### config.mk
export PLATFORM = sky130hd
export DESIGN_NAME = slp_div
export DESIGN_NICKNAME = d
export VERILOG_FILES = /design/src/sv/slp_pkg.sv /design/src/sv/slp_div.sv
export SDC_FILE = /design/constraint.sdc
export NUM_CORES = 1
export LEC_CHECK = 0
export BUFFER_PORTS_ARGS = -buffer_cell sky130_fd_sc_hd__buf_2
export CAP_MARGIN = 20
export CELL_PAD_IN_SITES_DETAIL_PLACEMENT = 1
export CELL_PAD_IN_SITES_GLOBAL_PLACEMENT = 1
export CORE_ASPECT_RATIO = 2
export CORE_UTILIZATION = 46
export DETAILED_ROUTE_END_ITERATION = 16
export PLACE_DENSITY = 0.84
export SLEW_MARGIN = 30
export SYNTH_ARGS = -nofsm -noshare
export SYNTH_HDL_FRONTEND = slang
export SYNTH_SLANG_ARGS = --single-unit
### constraint.sdc
create_clock -name clk_i -period 3.6 [get_ports clk_i]
set_input_delay 0.72 -clock clk_i [delete_from_list [all_inputs] [get_ports clk_i]]
set_output_delay 0.72 -clock clk_i [all_outputs]
set_load 0.02 [all_outputs]
### src/sv/slp_pkg.sv
// Shared constants and widths for the Steger line-center pipeline.
// No dependencies; imported by every module of the block.
package slp_pkg;

  // Geometry and fixed-point format
  localparam int COORD_BITS = 11;
  localparam int FRAC_BITS  = 8;
  localparam int OUT_BITS   = 20;
  localparam int SQRT_GUARD = 8;
  localparam int VEC_BITS   = 12;

  // Input field widths
  localparam int INT_W  = 8;
  localparam int GRAD_W = 9;
  localparam int SEC_W  = 10;

  // Discriminant and square-root datapath
  localparam int DIFF_W    = SEC_W + 1;
  localparam int D_W       = 2 * DIFF_W;
  localparam int RAD_W     = D_W + 2 * SQRT_GUARD;
  localparam int SQ_PER    = 2;
  localparam int SQ_STAGES = (RAD_W / 2 + SQ_PER - 1) / SQ_PER;
  localparam int ROOT_W    = SQ_STAGES * SQ_PER;
  localparam int RAD_PAD   = 2 * ROOT_W;
  localparam int REM_W     = ROOT_W + 1;

  // Direction vector and normalization
  localparam int V_W   = ROOT_W + 3;
  localparam int MAG_W = V_W - 1;
  localparam int SH_W  = $clog2(MAG_W - VEC_BITS + 1);
  localparam int VN_W  = VEC_BITS + 1;
  localparam int VEC_HALF = 2 ** (VEC_BITS - 1);

  // Projection, curvature and offset numerators
  localparam int P_W   = VN_W + GRAD_W + 1;
  localparam int SQR_W = 2 * VN_W;
  localparam int T_W   = SQR_W + SEC_W;
  localparam int Q_W   = T_W + 2;
  localparam int NX_W  = P_W + VN_W + 1;
  localparam int NUM_W = NX_W + FRAC_BITS + 1;

  // Reset value of the brightness threshold
  localparam logic [INT_W-1:0] THRESH_RESET = INT_W'(200);

endpackage

### src/sv/slp_div.sv
// Pipelined restoring divider, one quotient bit per register stage.
// Depends on slp_pkg; quotient is FRAC_BITS wide.
module slp_div import slp_pkg::*; (
  input  logic                 clk_i,
  input  logic                 en_i,
  input  logic [NUM_W-1:0]     num_i,
  input  logic [Q_W-1:0]       den_i,
  output logic [FRAC_BITS-1:0] quo_o
);

  logic [NUM_W-1:0]     rem_q[FRAC_BITS];
  logic [NUM_W-1:0]     rem_d[FRAC_BITS];
  logic [Q_W-1:0]       den_q[FRAC_BITS];
  logic [Q_W-1:0]       den_d[FRAC_BITS];
  logic [FRAC_BITS-1:0] quo_q[FRAC_BITS];
  logic [FRAC_BITS-1:0] quo_d[FRAC_BITS];

  // Trial subtract of the shifted divisor, most significant bit first
  always_comb begin
    logic [NUM_W-1:0]     r;
    logic [Q_W-1:0]       d;
    logic [FRAC_BITS-1:0] qv;
    logic [NUM_W-1:0]     sub;
    for (int s = 0; s < FRAC_BITS; s++) begin
      if (s == 0) begin
        r  = num_i;
        d  = den_i;
        qv = '0;
      end else begin
        r  = rem_q[s-1];
        d  = den_q[s-1];
        qv = quo_q[s-1];
      end
      sub = NUM_W'(d) << (FRAC_BITS - 1 - s);
      if (r >= sub) begin
        r = r - sub;
        qv[FRAC_BITS-1-s] = 1'b1;
      end
      rem_d[s] = r;
      den_d[s] = d;
      quo_d[s] = qv;
    end
  end

  // Advance all stages together
  always_ff @(posedge clk_i) begin
    if (en_i) begin
      for (int s = 0; s < FRAC_BITS; s++) begin
        rem_q[s] <= rem_d[s];
        den_q[s] <= den_d[s];
        quo_q[s] <= quo_d[s];
      end
    end
  end

  assign quo_o = quo_q[FRAC_BITS-1];

endmodule

==> run_results.csv, run 1 <==
group,metric,value,unit
pwr,seq_power_share,32.2,%
synthesis,synth_top_family_by_area,"compound AO/OA/AOI/OAI gates",
global_route,grt_overflow_total,0,
pwr,intPower,0.0223,W
finish,fillers,9190,
synthesis,synth_mux_area_share,0.897,%
placed_design,place_inst,5353,
critical_path,cp_num_buf_inv,4,
critical_path,crit_required,3.97,ns
placed_design,gp_congestion,0.945,
synthesis,synthXorXnorAreaFrac,5.94,%
finish,multi_input_area,0.0188,mm²
detailed_routing,antenna_left,0,
die,coreArea,0.0833,mm²
critical_path,path_cells,"inv_1, ha_2, inv_2, fa_2, a21o_1, a21o_1, a221oi_4, nor2_2, nor2_4, o41ai_4, a221o_1, a21oi_4, buf_12, buf_12, mux2_4",
detailed_routing,wl_per_cell,22.3,µm
timing,grt_setup_unrepaired,"true",
clock_tree,clkTransAtPathRegs,0.07,ns
die,die_x,207,µm
finish,final-instance-count-excl-fill,5512,
critical_path,worst-path-max-fanout,7,
clock_tree,h-tree-depth,2,
die,die_h,412,µm
critical_path,critPathLaunchType,"flop",
clock_tree,clockBufferDepth,3,
synthesis,synth-compound-area-share,18.2,%
critical_path,setup.worst_path.end_class,"flop",
synthesis,yosys.area_share.adder,10.2,%
pwr,ir_drop,0.000405,V
finish,antenna_cells,0,
synthesis,ys_async_sr_fraction,0,%
run,drv_cap,0,
detailed_routing,viasPerCell,5.75,
die,num_rows,150,
placed_design,io_buffers,93,
detailed_routing,drt_iter0_markers,1242,
synthesis,synthCells,3755,
synthesis,ys_ff_latch,624,
critical_path,cpPeakStageDelay,0.39,ns
synthesis,syn_avg_cell_area,10.3,µm²
detailed_routing,dr.pass1.iters,12,
finish,drive_gt1_share,22.7,%
die,ios,94,
finish,syn_to_final_growth,23.8,%
timing,slew_headroom,48.7,%
timing,finalCritPeriodShare,103,%
clock_tree,clock_latency,0.64,ns
synthesis,synth-simple-area-share,11.3,%
timing,final.setup.tns,-0.991,ns
die,die-area,0.0852,mm²
critical_path,critPathKind,"reg2reg",
clock_tree,cts_tree,"yes",
critical_path,slowest_stage,"edfxtp_1",
synthesis,yosys.cell_types.count,98,
detailed_routing,drc_errors,1,
synthesis,yosysWarningCount,0,
min_path,min_path_type,"in2reg",
synthesis,synth_edf_count,624,
pwr,powerDensity,760,mW/mm²
global_route,grt_pass1_wl,185000,µm
timing,skew,0.0420,ns
timing,hold_violations,0,
placed_design,dp_worst_setup_slack,-0.538,ns
critical_path,worstPathArrival,4.08,ns
global_route,grt_pass1_vias,35200,
run_status,violations,"DRC, setup timing",
global_route,grt_max_degree,77,
timing,slew_violations,0,
synthesis,ys_seq_area_share,48.5,%
timing,setup_viol,25,
pwr,power.switching_fraction,38.5,%
pwr,p_switching,0.0140,W
timing,max_freq,270,MHz
pwr,p_clk_share,17.1,%
finish,regArea,0.0187,mm²
clock_tree,clock_sinks,624,
placed_design,place.detailed.hpwl,93700,µm
detailed_routing,vias,31700,
synthesis,synthesis.nets,4152,
timing,hold_slack,0.293,ns
finish,nets,4806,
critical_path,crit_family,"compound AO/OA/AOI/OAI gates",
synthesis,post_synth_instance_area,0.0386,mm²
detailed_routing,wl,123000,µm
clock_tree,cts-hold-fix-buffers,0,
global_route,grt_use_total,28.4,%
timing,tightest_slew,0.763,ns
pwr,leakagePower,20.4,nW
global_route,grt_antenna_before_repair,1,
clock_tree,cts_inserted_buffers,54,
timing,min_period,3.71,ns
timing,setup_ws,-0.106,ns
pwr,pwr-share-comb,50.7,%
die,initial_core_util,46.4,%
synthesis,synth_ff_type,"edfxtp_1",
clock_tree,cts_root_buf,"clkbuf_16",
finish,final_util,57.4,%
run_status,status,"finished, violations left",
area by class of cell:
| type | instances | share of cell area (%) |
|---|---|---|
| repair buffers | 720 | 12.0 |
| multi-input cells | 2646 | 39.3 |
| clock buffers | 60 | 2.92 |
| well taps | 1064 | 2.78 |
| inverters | 363 | 2.86 |
| flip-flops and latches | 624 | 39.2 |
| clock inverters | 35 | 0.950 |
path summary, 6_finish.rpt:
check | from | to | slack, ns | depth (start not counted)
max | rem_q[0][6]$_DFFE_PP_ | rem_q[1][7]$_DFFE_PP_ | -0.11 | 15
min | den_i[30] | den_q[0][30]$_DFFE_PP_ | 0.29 | 1
max reg2reg | rem_q[0][6]$_DFFE_PP_ | rem_q[1][7]$_DFFE_PP_ | -0.11 | 15
min reg2reg | quo_q[0][22]$_DFFE_PP_ | quo_q[0][30]$_DFFE_PP_ | 0.41 | 0
cells in the mapped netlist (25+ instances only):
library cell    n  area (µm²)
nor3_1         53         265
buf_2          29         145
o21ai_0       340        1700
o21bai_1       39         293
nor2b_1        42         263
o21a_1         28         210
inv_1         361        1360
nand2_1       381        1430
clkbuf_1       80         300
a31oi_1        37         231
a21o_1        176        1320
a21oi_1       294        1470
xnor2_1       127        1110
nand4_1        65         407
nand2b_1       32         200
mux2_2         25         282
ha_1          304        3800
and3_1         29         181
edfxtp_1      624       18700
xor2_1        135        1180
nand3_1        50         250
nor2_1        168         631
state kept, by name, indices dropped and copies added, names as in the netlist:
name,cells
quo_q,36
rem_q,322
den_q,266
kinds of logic after synthesis:
kind of cell / Yosys count
AOI/OAI and AO/OA: 1121
adders and majority gates: 311
muxes: 31
and+or+nand+nor: 921
xor gates and xnor gates: 262
buffers and inverters: 485
DFF: 624
placed cells by master (no fill, tap or decap), types with 11 or more instances in the layout:
master and n:
buf_6 13, a21oi_2 15, a21o_1 176, nor2_1 156, buf_2 92, xor2_1 134
and3_1 29, o31a_1 11, o21ai_2 18, o21bai_1 34, o211ai_1 21, inv_1 355
or3_1 12, nand4_1 65, nor2b_1 40, nor4_1 18, clkbuf_16 58, a211oi_1 18
ha_1 293, and2_1 14, o21a_1 28, buf_4 576, a21oi_1 280, a31oi_1 33
edfxtp_1 624, nand2_1 377, nand2b_1 31, o21ai_0 312, nand3_1 50, mux2_2 24
xnor2_1 126, buf_12 28, o31ai_1 19, nor3_2 11, nor3_1 44, o21ai_1 22
power by group through the flow:
| stage | clock [W] | sequential (W) | combinational (W) |
|---|---|---|---|
| after floorplan | 0 | 0.0113 | 0.0105 |
| after global placement | 0 | 0.0116 | 0.0161 |
| after CTS | 0.00629 | 0.0116 | 0.0175 |
| after detailed placement | 0 | 0.0118 | 0.0169 |
| after global routing | 0.00649 | 0.0119 | 0.0199 |
| final | 0.00621 | 0.0117 | 0.0184 |
timing repair:
| item | 4_1_cts | 5_1_grt |
|---|---|---|
| gates resized for setup | 86 | 128 |
| setup buffers | 37 | 23 |
| pin swaps | 35 | 70 |
| endpoints found under the setup margin | 142 | 173 |
| gates cloned | 7 | 3 |
through the flow:
| step | total power, W | cell area [µm²] |
|---|---|---|
| finish | 0.0363 | 47800 |
| global route | 0.0382 | 47800 |
| CTS | 0.0355 | 47100 |
| detailed placement | 0.0287 | 44400 |
| global placement | 0.0277 | 44400 |
| floorplan | 0.0218 | 38600 |
routing by layer:
layer  track usage (%)  up-vias  routed length [µm]
met5                 0        -                   0
met4              26.4        0               13500
met3              2.17      462                2540
met2              57.4      742               69700
met1              22.9    15500               37300
li1                  -    15000                   -
(Power assumes the default switching activity.)
==> inputs of run 2 (changes only) <==
- BUFFER_PORTS_ARGS: -buffer_cell sky130_fd_sc_hd__buf_2 -> -buffer_cell sky130_fd_sc_hd__clkbuf_2
- CORE_UTILIZATION: 46 -> 55
- PLACE_DENSITY: 0.84 -> 0.93
- SKIP_LAST_GASP: not set -> 1
- clock period: 3.6 -> 4.7 ns (I/O delays scaled with it)
==> run 2 against run 1 <==
The run now ends clean. First-iteration DRC count rose by 2.1%. Power shrank 30%. Combinational power is 38% lower. Clock-buffer cell count is 10 higher. Sequential share of layout area up 5.2 points. Final cell count is 13% lower. Die area fell by 16%. Hold slack improved by 0.12 ns. Critical path type unchanged.
==> run_results.csv, run 2 (same netlist as run 1, synthesis figures left out) <==
group,metric,value,unit
pwr,powerDensity,599,mW/mm²
timing,min_period,4.48,ns
critical_path,worst-path-max-fanout,3,
min_path,worstHoldPathCells,0,
timing,slew_violations,0,
detailed_routing,drc_errors,0,
global_route,grt_overflow_total,0,
die,die_h,377,µm
critical_path,worstPathArrival,4.84,ns
critical_path,cpPeakStageDelay,0.51,ns
clock_tree,cts_tree,"yes",
placed_design,gp_congestion,0.952,
clock_tree,clock_latency,0.64,ns
placed_design,place.detailed.hpwl,88000,µm
detailed_routing,topRoutingLayerUsed,"met5",
timing,setup_viol,0,
global_route,grt_antenna_before_repair,1,
detailed_routing,wl_met2,62000,µm
clock_tree,cts_resized,0,
critical_path,crit_required,5.06,ns
pwr,ir_drop,0.000328,V
global_route,grt_max_degree,103,
timing,grt_setup_unrepaired,"false",
finish,final_common_cell,"edfxtp_1",
detailed_routing,wl_met3,3070,µm
critical_path,slowest_stage,"a211oi_1",
critical_path,crit_top_cell,"nor3_1",
pwr,leakagePower,17.4,nW
detailed_routing,viasPerCell,6.21,
finish,nets,4235,
finish,drive_gt1_share,8.08,%
critical_path,critPathLaunchType,"flop",
global_route,grt_use_total,31.7,%
min_path,min_path_type,"reg2reg",
detailed_routing,drt-met1-wl,35500,µm
clock_tree,cts-hold-fix-buffers,0,
timing,hold_slack,0.418,ns
detailed_routing,wl,112000,µm
timing,setup_ws,0.222,ns
die,coreArea,0.0696,mm²
timing,slew_headroom,36.6,%
timing,hold_violations,0,
clock_tree,clkTransAtPathRegs,0.07,ns
die,initial_core_util,55.5,%
detailed_routing,drt_iter0_markers,1268,
timing,final.setup.tns,0,ns
global_route,grt_pass1_wl,176000,µm
die,die_x,189,µm
critical_path,ff2ff_path_depth,12,
clock_tree,cts_root_buf,"clkbuf_16",
detailed_routing,wl_per_cell,23.4,µm
clock_tree,cts_inserted_buffers,58,
critical_path,critPathKind,"reg2reg",
placed_design,dp_worst_setup_slack,0.0955,ns
die,die-area,0.0714,mm²
detailed_routing,dr.pass1.iters,5,
finish,largest-register,"rem_q",
critical_path,cp_num_buf_inv,0,
placed_design,io_buffers,93,
critical_path,path_cells,"ha_1, fa_1, nor2b_1, o31ai_1, a211oi_1, a21oi_1, o31a_1, nor3_1, o221ai_1, nor3_1, nor3_1, xor2_1",
critical_path,setup.worst_path.end_class,"flop",
timing,max_freq,223,MHz
run,drv_cap,0,
timing,tightest_slew,0.936,ns
finish,antenna_cells,0,
finish,largest_reg_flops,322,
die,ios,94,
critical_path,cp.depth,12,
finish,syn_to_final_growth,9.24,%
clock_tree,h-tree-depth,2,
global_route,grt_pass1_vias,33100,
clock_tree,clock_sinks,624,
clock_tree,clockBufferDepth,3,
finish,mostFrequentLayoutCells,"edfxtp_1, nand2_1, inv_1",
timing,finalCritPeriodShare,95.3,%
detailed_routing,antenna_left,0,
die,num_rows,137,
clock_tree,cts_setup_buffers,0,
finish,reg.largest.list,"rem_q x322, den_q x266, quo_q x36",
detailed_routing,vias,29700,
critical_path,crit_family,"compound AO/OA/AOI/OAI gates",
timing,skew,0.0233,ns
run_status,status,"finished clean",
run 2: changes by cell type in the layout (fill, tap and decap cells not counted), moves of 10 or more:
cell      previous run  this run
buf_12              28        14
o21ai_2             18         2
a21oi_1            280       294
o21ai_0            312       340
buf_4              576        38
buf_6               13         0
a21oi_2             15         4
o21ai_1             22        12
buf_2               92         0
clkbuf_2             0        92
ha_1               293       304
nor2_1             156       168
run 2: metal layers:
metal | global-route usage (%) | vias to the layer above
met5 | 0 | -
met4 | 29.0 | 2
met3 | 3.32 | 449
met2 | 62.2 | 806
met1 | 27.3 | 14600
li1 | - | 13800
run 2: area by class of cell:
class                   instances  area (µm²)
fillers                      7696       27400
multi-input cells            2646       18000
clock inverters                38         384
inverters                     363        1360
repair buffers                145        1040
well taps                     903        1130
clock buffers                  70        1520
flip-flops and latches        624       18700
run 2: final timing paths:
path / from / end / slack (ns)
hold reg to reg: quo_q[0][28]$_DFFE_PP_ / quo_q[1][4]$_DFFE_PP_ / 0.42
setup / recovery: den_q[5][0]$_DFFE_PP_ / rem_q[6][45]$_DFFE_PP_ / 0.22
setup reg to reg: den_q[5][0]$_DFFE_PP_ / rem_q[6][45]$_DFFE_PP_ / 0.22
hold / removal: quo_q[0][28]$_DFFE_PP_ / quo_q[1][4]$_DFFE_PP_ / 0.42
run 2: power by group:
part           switching (W)  internal, W
logic                0.00698      0.00446
clock network        0.00218      0.00269
registers           0.000829      0.00812
run 2: metrics by stage:
stage	utilization, %	area (µm²)	power, W	std cells
after floorplan	-	38600	0.0167	3755
after detailed placement	57.9	40300	0.0202	4681
after global routing	60.6	42200	0.0266	4789
final	60.6	42200	0.0253	4789
after CTS	60.6	42200	0.0252	4789
after global placement	57.9	40300	0.0194	4681
