## config.mk

```make
export PLATFORM = sky130hd
export DESIGN_NAME = slp_sqrt
export DESIGN_NICKNAME = d
export VERILOG_FILES = /design/src/sv/slp_pkg.sv /design/src/sv/slp_sqrt.sv
export SDC_FILE = /design/constraint.sdc
export NUM_CORES = 1
export LEC_CHECK = 0
export ABC_CLOCK_PERIOD_IN_PS = 6400
export BUFFER_PORTS_ARGS = -buffer_cell sky130_fd_sc_hd__buf_2
export CAP_MARGIN = 20
export CORE_ASPECT_RATIO = 0.9
export CORE_MARGIN = 1.5
export CORE_UTILIZATION = 57
export CTS_CLUSTER_SIZE = 28
export DETAILED_ROUTE_END_ITERATION = 10
export GPL_ROUTABILITY_DRIVEN = 0
export PLACE_DENSITY = 0.74
export SLEW_MARGIN = 20
export SYNTH_ARGS = -nofsm -noshare
export SYNTH_HDL_FRONTEND = slang
export SYNTH_SLANG_ARGS = --single-unit
```

## constraint.sdc

```tcl
create_clock -name clk_i -period 6.4 [get_ports clk_i]
set_clock_uncertainty 0.05 [all_clocks]
set_input_delay 0.64 -clock clk_i [delete_from_list [all_inputs] [get_ports clk_i]]
set_output_delay 0.64 -clock clk_i [all_outputs]
set_load 0.02 [all_outputs]
```

## src/sv/slp_pkg.sv

```systemverilog
// Shared constants and widths for the Steger line-center pipeline.
// No dependencies; imported by every module of the block.
package slp_pkg;

  // Geometry and fixed-point format
  localparam int COORD_BITS = 11;
  localparam int FRAC_BITS  = 8;
  localparam int OUT_BITS   = 20;
  localparam int SQRT_GUARD = 8;
  localparam int VEC_BITS   = 12;

  // Input field widths
  localparam int INT_W  = 8;
  localparam int GRAD_W = 9;
  localparam int SEC_W  = 10;

  // Discriminant and square-root datapath
  localparam int DIFF_W    = SEC_W + 1;
  localparam int D_W       = 2 * DIFF_W;
  localparam int RAD_W     = D_W + 2 * SQRT_GUARD;
  localparam int SQ_PER    = 2;
  localparam int SQ_STAGES = (RAD_W / 2 + SQ_PER - 1) / SQ_PER;
  localparam int ROOT_W    = SQ_STAGES * SQ_PER;
  localparam int RAD_PAD   = 2 * ROOT_W;
  localparam int REM_W     = ROOT_W + 1;

  // Direction vector and normalization
  localparam int V_W   = ROOT_W + 3;
  localparam int MAG_W = V_W - 1;
  localparam int SH_W  = $clog2(MAG_W - VEC_BITS + 1);
  localparam int VN_W  = VEC_BITS + 1;
  localparam int VEC_HALF = 2 ** (VEC_BITS - 1);

  // Projection, curvature and offset numerators
  localparam int P_W   = VN_W + GRAD_W + 1;
  localparam int SQR_W = 2 * VN_W;
  localparam int T_W   = SQR_W + SEC_W;
  localparam int Q_W   = T_W + 2;
  localparam int NX_W  = P_W + VN_W + 1;
  localparam int NUM_W = NX_W + FRAC_BITS + 1;

  // Reset value of the brightness threshold
  localparam logic [INT_W-1:0] THRESH_RESET = INT_W'(200);

endpackage

```

## src/sv/slp_sqrt.sv

```systemverilog
// Pipelined integer square root, SQ_PER result bits per register stage.
// Depends on slp_pkg for widths and stage count.
module slp_sqrt import slp_pkg::*; (
  input  logic               clk_i,
  input  logic               en_i,
  input  logic [RAD_PAD-1:0] rad_i,
  output logic [ROOT_W-1:0]  root_o
);

  logic [REM_W-1:0]   rem_q [SQ_STAGES];
  logic [REM_W-1:0]   rem_d [SQ_STAGES];
  logic [ROOT_W-1:0]  root_q[SQ_STAGES];
  logic [ROOT_W-1:0]  root_d[SQ_STAGES];
  logic [RAD_PAD-1:0] rad_q [SQ_STAGES];
  logic [RAD_PAD-1:0] rad_d [SQ_STAGES];

  // Resolve SQ_PER root bits in each stage, two radicand bits per step
  always_comb begin
    logic [REM_W-1:0]   r;
    logic [ROOT_W-1:0]  t;
    logic [RAD_PAD-1:0] x;
    logic [ROOT_W+2:0]  cur;
    logic [ROOT_W+2:0]  trial;
    for (int s = 0; s < SQ_STAGES; s++) begin
      if (s == 0) begin
        r = '0;
        t = '0;
        x = rad_i;
      end else begin
        r = rem_q[s-1];
        t = root_q[s-1];
        x = rad_q[s-1];
      end
      for (int j = 0; j < SQ_PER; j++) begin
        cur   = {r, x[RAD_PAD-1:RAD_PAD-2]};
        trial = {1'b0, t, 2'b01};
        if (cur >= trial) begin
          r = REM_W'(cur - trial);
          t = {t[ROOT_W-2:0], 1'b1};
        end else begin
          r = cur[REM_W-1:0];
          t = {t[ROOT_W-2:0], 1'b0};
        end
        x = x << 2;
      end
      rem_d[s]  = r;
      root_d[s] = t;
      rad_d[s]  = x;
    end
  end

  // Advance all stages together
  always_ff @(posedge clk_i) begin
    if (en_i) begin
      for (int s = 0; s < SQ_STAGES; s++) begin
        rem_q[s]  <= rem_d[s];
        root_q[s] <= root_d[s];
        rad_q[s]  <= rad_d[s];
      end
    end
  end

  assign root_o = root_q[SQ_STAGES-1];

endmodule

```

==> results of run 1 <==
-- Yosys cell counts, types with 34 or more instances --
cell type	n
xnor2_1	155
a21oi_1	212
nand2_1	205
nor2_1	205
nand3_1	57
nor3_1	74
clkbuf_1	39
nand2b_1	45
a21o_1	79
xor2_1	108
nand4_1	34
o21ai_0	163
ha_1	227
edfxtp_1	467
inv_1	188
-- per-layer routing --
metal,vias up,wire (µm),track usage
li1,10500,-,-
met5,-,0,0
met2,857,30300,0.402
met1,10600,29400,0.339
met4,0,2280,0.0925
met3,168,4450,0.0339
-- where the power goes --
part | switching, mW | internal (mW) | total (mW) | leakage [nW]
clock | 1.22 | 1.62 | 2.84 | 0.781
sequential | 0.368 | 4.07 | 4.44 | 4.47
combinational | 2.83 | 2.03 | 4.86 | 7.57
total | 4.42 | 7.73 | 12.1 | 12.8
-- area by class of cell --
class / count / area (µm²) / area share
multi-input cells: 2073 / 14400 / 0.448
flip-flops and latches: 467 / 14000 / 0.436
clock buffers: 54 / 1240 / 0.0387
well taps: 680 / 851 / 0.0265
inverters: 195 / 736 / 0.0229
repair buffers: 86 / 532 / 0.0165
clock inverters: 38 / 365 / 0.0114
repair inverters: 1 / 7.51 / 0.000234
-- logic make-up after synthesis --
group / synth area share
AO/OA/AOI/OAI: 0.150
XOR/XNOR: 0.0784
adder cells (fa/ha/maj): 0.0966
buffers and inverters: 0.0340
flip-flops: 0.477
multiplexers: 0.0178
other: 0.000128
AND/OR/NAND/NOR: 0.146
-- placed cells by master, fill, tap and decap left out, drive strengths merged, types with 75 or more instances in the layout --
cell type,Yosys,routed
nor2,205,205
nand2,206,206
xnor2,155,155
buf,21,86
o21ai,169,169
ha,227,227
a21oi,212,212
xor2,108,108
nor3,75,75
a21o,79,79
inv,194,197
edfxtp,467,467
-- worst reg2reg max path, stage by stage, from the launching register on --
cell	delay, ns
edfxtp_1	0.35
inv_1	0.07
ha_1	0.40
nand3_1	0.20
o22ai_1	0.29
o211ai_1	0.25
nand2_1	0.21
nand2_1	0.12
nand2b_2	0.20
clkinvlp_4	0.23
buf_4	0.19
o31ai_1	0.35
ha_1	0.34
and2_1	0.19
a221oi_1	0.32
o21ai_0	0.18
o41ai_1	0.29
a21oi_1	0.12
and3_1	0.22
nor3b_1	0.32
and4_1	0.26
buf_6	0.24
mux2_2	0.38
-- worst max-delay path by stage --
stage                              end  slack, ns     startpoint
after detailed placement   rem_q[7][5]       0.19   root_q[6][4]
final                      rem_q[7][4]       0.39   root_q[6][4]
after global routing       rem_q[7][5]       0.01   root_q[6][4]
after CTS                  rem_q[7][5]       0.17   root_q[6][4]
after floorplan           root_q[9][0]       1.01   root_q[8][3]
after global placement    rem_q[7][11]       0.54  root_q[6][12]
-- flip-flops by register name, summed over array words and instances (netlist names) --
name / cells
root_q: 110
rem_q: 177
rad_q: 180
-- per-stage QoR --
stage | instances | hold WS [ns]
after floorplan | 2795 | 0.350
after detailed placement | 3498 | 0.355
after global routing | 3594 | 0.124
final | 3594 | 0.152
after global placement | 3498 | 0.350
after CTS | 3590 | 0.117
-- repair_timing --
item | in CTS | in global routing
hold buffers | 0 | 0
gates resized for setup | 0 | 5
buffers inserted | 0 | 3
endpoints found under the setup margin | 0 | 22
==> qor.csv, run 1 <==
stage,metric,value,unit
pwr,ir_drop,222,µV
yosys,yosysTopAreaCellShare,0.477,
critical_path,crit_type,register to register,
placement,place_hpwl,49600,µm
placement,portBuffers,61,
yosys,netlist_area,0.0294,mm²
critical_path,critPathCaptureType,register,
critical_path,rr_endpoint,rem_q[7][4],
floorplanning,rows,78,
critical_path,critPathArrivalTime,6.31,ns
placement,place_area,0.0305,mm²
yosys,synth_top_cell_by_area,edfxtp_1,
hold_path,holdPathStages,1,
floorplanning,die_h,218,µm
yosys,synthTopCellsByArea,"edfxtp_1 (48%), ha_1 (9.7%), xnor2_1 (4.6%)",
route,first_pass_iters,8,
pwr,fin_total_pwr,12.1,mW
floorplanning,start_util,0.580,
final_layout,layout-drive-gt1-share,0.0861,
critical_path,path_depth,22,
sta,fin_crit_sh,0.939,
route,route.detailed.drc,0,
global_route,grt_use_total,0.247,
critical_path,r2r_cells,22,
critical_path,required,6.70,ns
pwr,power_leakage,12.8,nW
placement,pre_cts_ws,0.187,ns
global_route,grt_pass1_wl,107000,µm
floorplanning,core-area,0.0507,mm²
route,vias,22100,
yosys,syn_avg_cell_area,10.5,µm²
yosys,synth_cell_types,92,
route,drtIter0Drc,1990,
sta,max_freq,166,MHz
global_route,grt_pass1_vias,20900,
route,ant_nets,0,
sta,rsz0062_at_grt,no,
yosys,ys_async_sr_fraction,0,
clocking,cts_tree,done,
global_route,grt_max_degree,141,
sta,slew_headroom,0.279,
clocking,ctsLongestPathBuffers,3,
floorplanning,die_w,242,µm
final_layout,fillers,3981,
clocking,cts_buffers,49,
global_route,antenna_found_initial,0,
yosys,synth_ff_type,edfxtp_1,
floorplanning,ios,62,
critical_path,rrSetupSlack,0.39,ns
hold_path,holdPathEnd,rad_q[0][34],
clocking,h-tree-depth,2,
sta,drv_slew,0,
critical_path,rr_startpoint,root_q[6][4],
yosys,synth_edf_count,467,
yosys,ys_seq_elements,467,
critical_path,cpMaxStageDelayCell,ha_1,
outcome,outcome,finished clean,
sta,period_needed,6.01,ns
hold_path,hp-start,rad_i[34],
clocking,clkSinkCount,467,
clocking,clk-insertion-delay-late,0.60,ns
critical_path,path_delay_family,compound AO/OA/AOI/OAI gates,
run,maxCapViolCount,0,
yosys,syn_inst,2793,
final_layout,nNetsFinal,3142,
final_layout,design_area,0.0321,mm²
final_layout,utilization,0.635,
critical_path,crit_fanout,31,
sta,hold_viol,0,
pwr,p_per_area,378,mW/mm²
route,wirelength,66300,µm
floorplanning,die_area,0.0529,mm²
critical_path,path_cells,inv_1 > ha_1 > nand3_1 > o22ai_1 > o211ai_1 > nand2_1 > nand2_1 > nand2b_2 > clkinvlp_4 > buf_4 > o31ai_1 > ha_1 > and2_1 > a221oi_1 > o21ai_0 > o41ai_1 > a21oi_1 > and3_1 > nor3b_1 > and4_1 > buf_6 > mux2_2,
critical_path,cp_num_buf_inv,4,
sta,setup_ws,0.388,ns
sta,setup_violations,0,
sta,fin_setup_tns,0,ns
yosys,synth_warnings,0,
final_layout,diodes,0,
clocking,path_clk_slew,0.06,ns
route,wire_per_inst,18.5,µm
route,vias_per_cell,6.16,
global_route,grt-ovfl-total,0,
hold_path,hold_class,input pin to register,
sta,worst_slew_pin_slew,1.08,ns
critical_path,cp-start-kind,register,
critical_path,crit_path_max_incr_delay,0.40,ns
final_layout,area_growth,9.36,%
yosys,seq_area_frac_synth,0.477,
clocking,cts-root-buf,clkbuf_16,
Power figures use the tool's default switching activity.
==> inputs of run 2 (changes only) <==
--- a/config.mk
+++ b/config.mk
@@ -8,7 +8,7 @@
 export ABC_CLOCK_PERIOD_IN_PS = 6400
 export BUFFER_PORTS_ARGS = -buffer_cell sky130_fd_sc_hd__buf_2
 export CAP_MARGIN = 20
-export CORE_ASPECT_RATIO = 0.9
+export CORE_ASPECT_RATIO = 1.1
 export CORE_MARGIN = 1.5
 export CORE_UTILIZATION = 57
 export CTS_CLUSTER_SIZE = 28
==> run 2 against run 1 <==
Compared with the run above:
- utilization is 0.63 points lower
- critical path depth is 1 higher
- maximum frequency is 2.0% lower
- via count is 1.4% lower
- count of clock-buffer cells in the layout stayed put
- die area hardly changed
- global-route usage is 0.15 points lower
- critical endpoint is now root_q[9][0]
==> qor.csv, run 2 (synthesis results as in run 1) <==
stage,metric,value,unit
final_layout,largest_register_ffs,180,
clocking,ctsLongestPathBuffers,3,
global_route,grt_max_degree,183,
route,drtIter0Drc,1705,
critical_path,cp-start-kind,register,
global_route,gr-usage-met1,0.311,
route,vias_per_cell,6.11,
sta,drv_slew,0,
final_layout,top_register,rad_q,
clocking,path_clk_slew,0.07,ns
final_layout,area_growth,9.13,%
run,maxCapViolCount,0,
critical_path,rrSetupSlack,0.26,ns
global_route,grt_pass1_wl,104000,µm
global_route,grt-ovfl-total,0,
route,vias,21800,
placement,place_hpwl,49700,µm
final_layout,utilization,0.628,
placement,pre_cts_ws,0.0876,ns
final_layout,mostFrequentLayoutCell,edfxtp_1,
critical_path,critPathArrivalTime,6.42,ns
global_route,antenna_found_initial,0,
pwr,p_per_area,376,mW/mm²
route,wirelength,65800,µm
floorplanning,core-area,0.0511,mm²
floorplanning,ios,62,
route,ant_nets,0,
critical_path,rr_endpoint,root_q[9][0],
sta,setup_ws,0.264,ns
route,first_pass_iters,5,
clocking,h-tree-depth,2,
critical_path,cp_num_buf_inv,1,
final_layout,final_cell_mix,"edfxtp_1 (467), ha_1 (227), a21oi_1 (212)",
clocking,cts-root-buf,clkbuf_16,
route,route.detailed.drc,0,
clocking,cts_tree,done,
floorplanning,rows,87,
final_layout,regArea,0.0140,mm²
floorplanning,die_w,220,µm
sta,rsz0062_at_grt,no,
critical_path,r2r_cells,23,
critical_path,crit_path_max_incr_delay,0.53,ns
critical_path,crit_fanout,25,
final_layout,fillers,3996,
sta,max_freq,163,MHz
critical_path,startpoint,rem_q[8][0],
critical_path,path_depth,23,
critical_path,critPathCaptureType,register,
critical_path,path_delay_family,compound AO/OA/AOI/OAI gates,
floorplanning,die_area,0.0529,mm²
floorplanning,die_h,241,µm
placement,place_area,0.0305,mm²
clocking,cts_buffers,47,
final_layout,layout-drive-gt1-share,0.0850,
critical_path,crit_end,root_q[9][0],
sta,setup_violations,0,
critical_path,cpMostUsedCell,a21oi_1,
sta,fin_setup_tns,0,ns
final_layout,top_regs,"rad_q (180), rem_q (177), root_q (110)",
sta,slew_headroom,0.318,
global_route,grt_use_total,0.246,
clocking,clkSinkCount,467,
final_layout,diodes,0,
pwr,power_leakage,12.8,nW
placement,portBuffers,61,
final_layout,multi_input_area,0.0144,mm²
pwr,ir_drop,274,µV
global_route,use_met3,0.0314,
sta,worst_slew_pin_slew,1.02,ns
critical_path,cpMaxStageDelayCell,or4_1,
sta,hold_viol,0,
sta,fin_crit_sh,0.959,
global_route,grt-busiest-layer,met2,
clocking,clk-insertion-delay-late,0.59,ns
final_layout,nNetsFinal,3139,
outcome,outcome,finished clean,
global_route,grt_pass1_vias,20700,
final_layout,design_area,0.0321,mm²
floorplanning,start_util,0.576,
critical_path,crit_type,register to register,
critical_path,path_cells,ha_1 > o21a_1 > o21a_1 > o21bai_1 > a31oi_1 > or4_1 > a31oi_1 > a21oi_1 > o31ai_1 > and2_2 > buf_4 > a21o_1 > ha_1 > a21o_1 > a21oi_1 > nor2b_1 > o21ai_0 > a21oi_1 > o31ai_1 > nand2_1 > a21oi_1 > a21oi_1 > or4_1,
hold_path,hold_class,input pin to register,
sta,period_needed,6.14,ns
critical_path,rr_startpoint,rem_q[8][0],
route,wire_per_inst,18.4,µm
global_route,met2_usage,0.412,
critical_path,required,6.69,ns
[run 2: worst min path at each step]
stage	from	endpoint	slack, ns	cells after the start
finish	rad_i[1]	rad_q[0][1]	0.16	1
global route	rad_i[30]	rad_q[0][30]	0.13	1
CTS	rad_i[3]	rad_q[0][3]	0.13	1
floorplan	rad_q[0][6]	rad_q[1][10]	0.35	0
global placement	rad_q[7][29]	rad_q[8][33]	0.35	0
detailed placement	rad_q[0][10]	rad_q[1][14]	0.35	0
[run 2: stage by stage]
step	total power [mW]	hold slack (ns)	std cells
after floorplan	8.02	0.350	2795
after global placement	9.03	0.350	3482
after detailed placement	9.22	0.355	3482
after CTS	12.1	0.126	3568
after global routing	12.8	0.130	3574
final	12.1	0.164	3574
[run 2: layer usage]
metal | up-vias | part of all wire
li1 | 10500 | -
met1 | 10400 | 0.42
met2 | 721 | 0.48
met3 | 175 | 0.049
met4 | 0 | 0.049
met5 | - | 0
[run 2: final cells by class]
type                            instances  area share
Clock inverter                         32      0.0112
Multi-Input combinational cell       2073       0.448
Sequential cell                       467       0.437
Timing Repair Buffer                   85      0.0166
Timing Repair inverter                  1    0.000234
Clock buffer                           54      0.0375
Tap cell                              667      0.0260
Inverter                              195      0.0229
[run 2: power breakdown]
part,switching (mW),internal (mW)
sequential,0.362,4.07
combinational,2.83,2.03
clock,1.18,1.60
total,4.36,7.71
[run 2: timing repair]
action | 4_1_cts | 5_1_grt
hold buffers | 0 | 0
setup endpoints to repair | 0 | 23
setup buffers | 0 | 5
gates resized for setup | 0 | 5
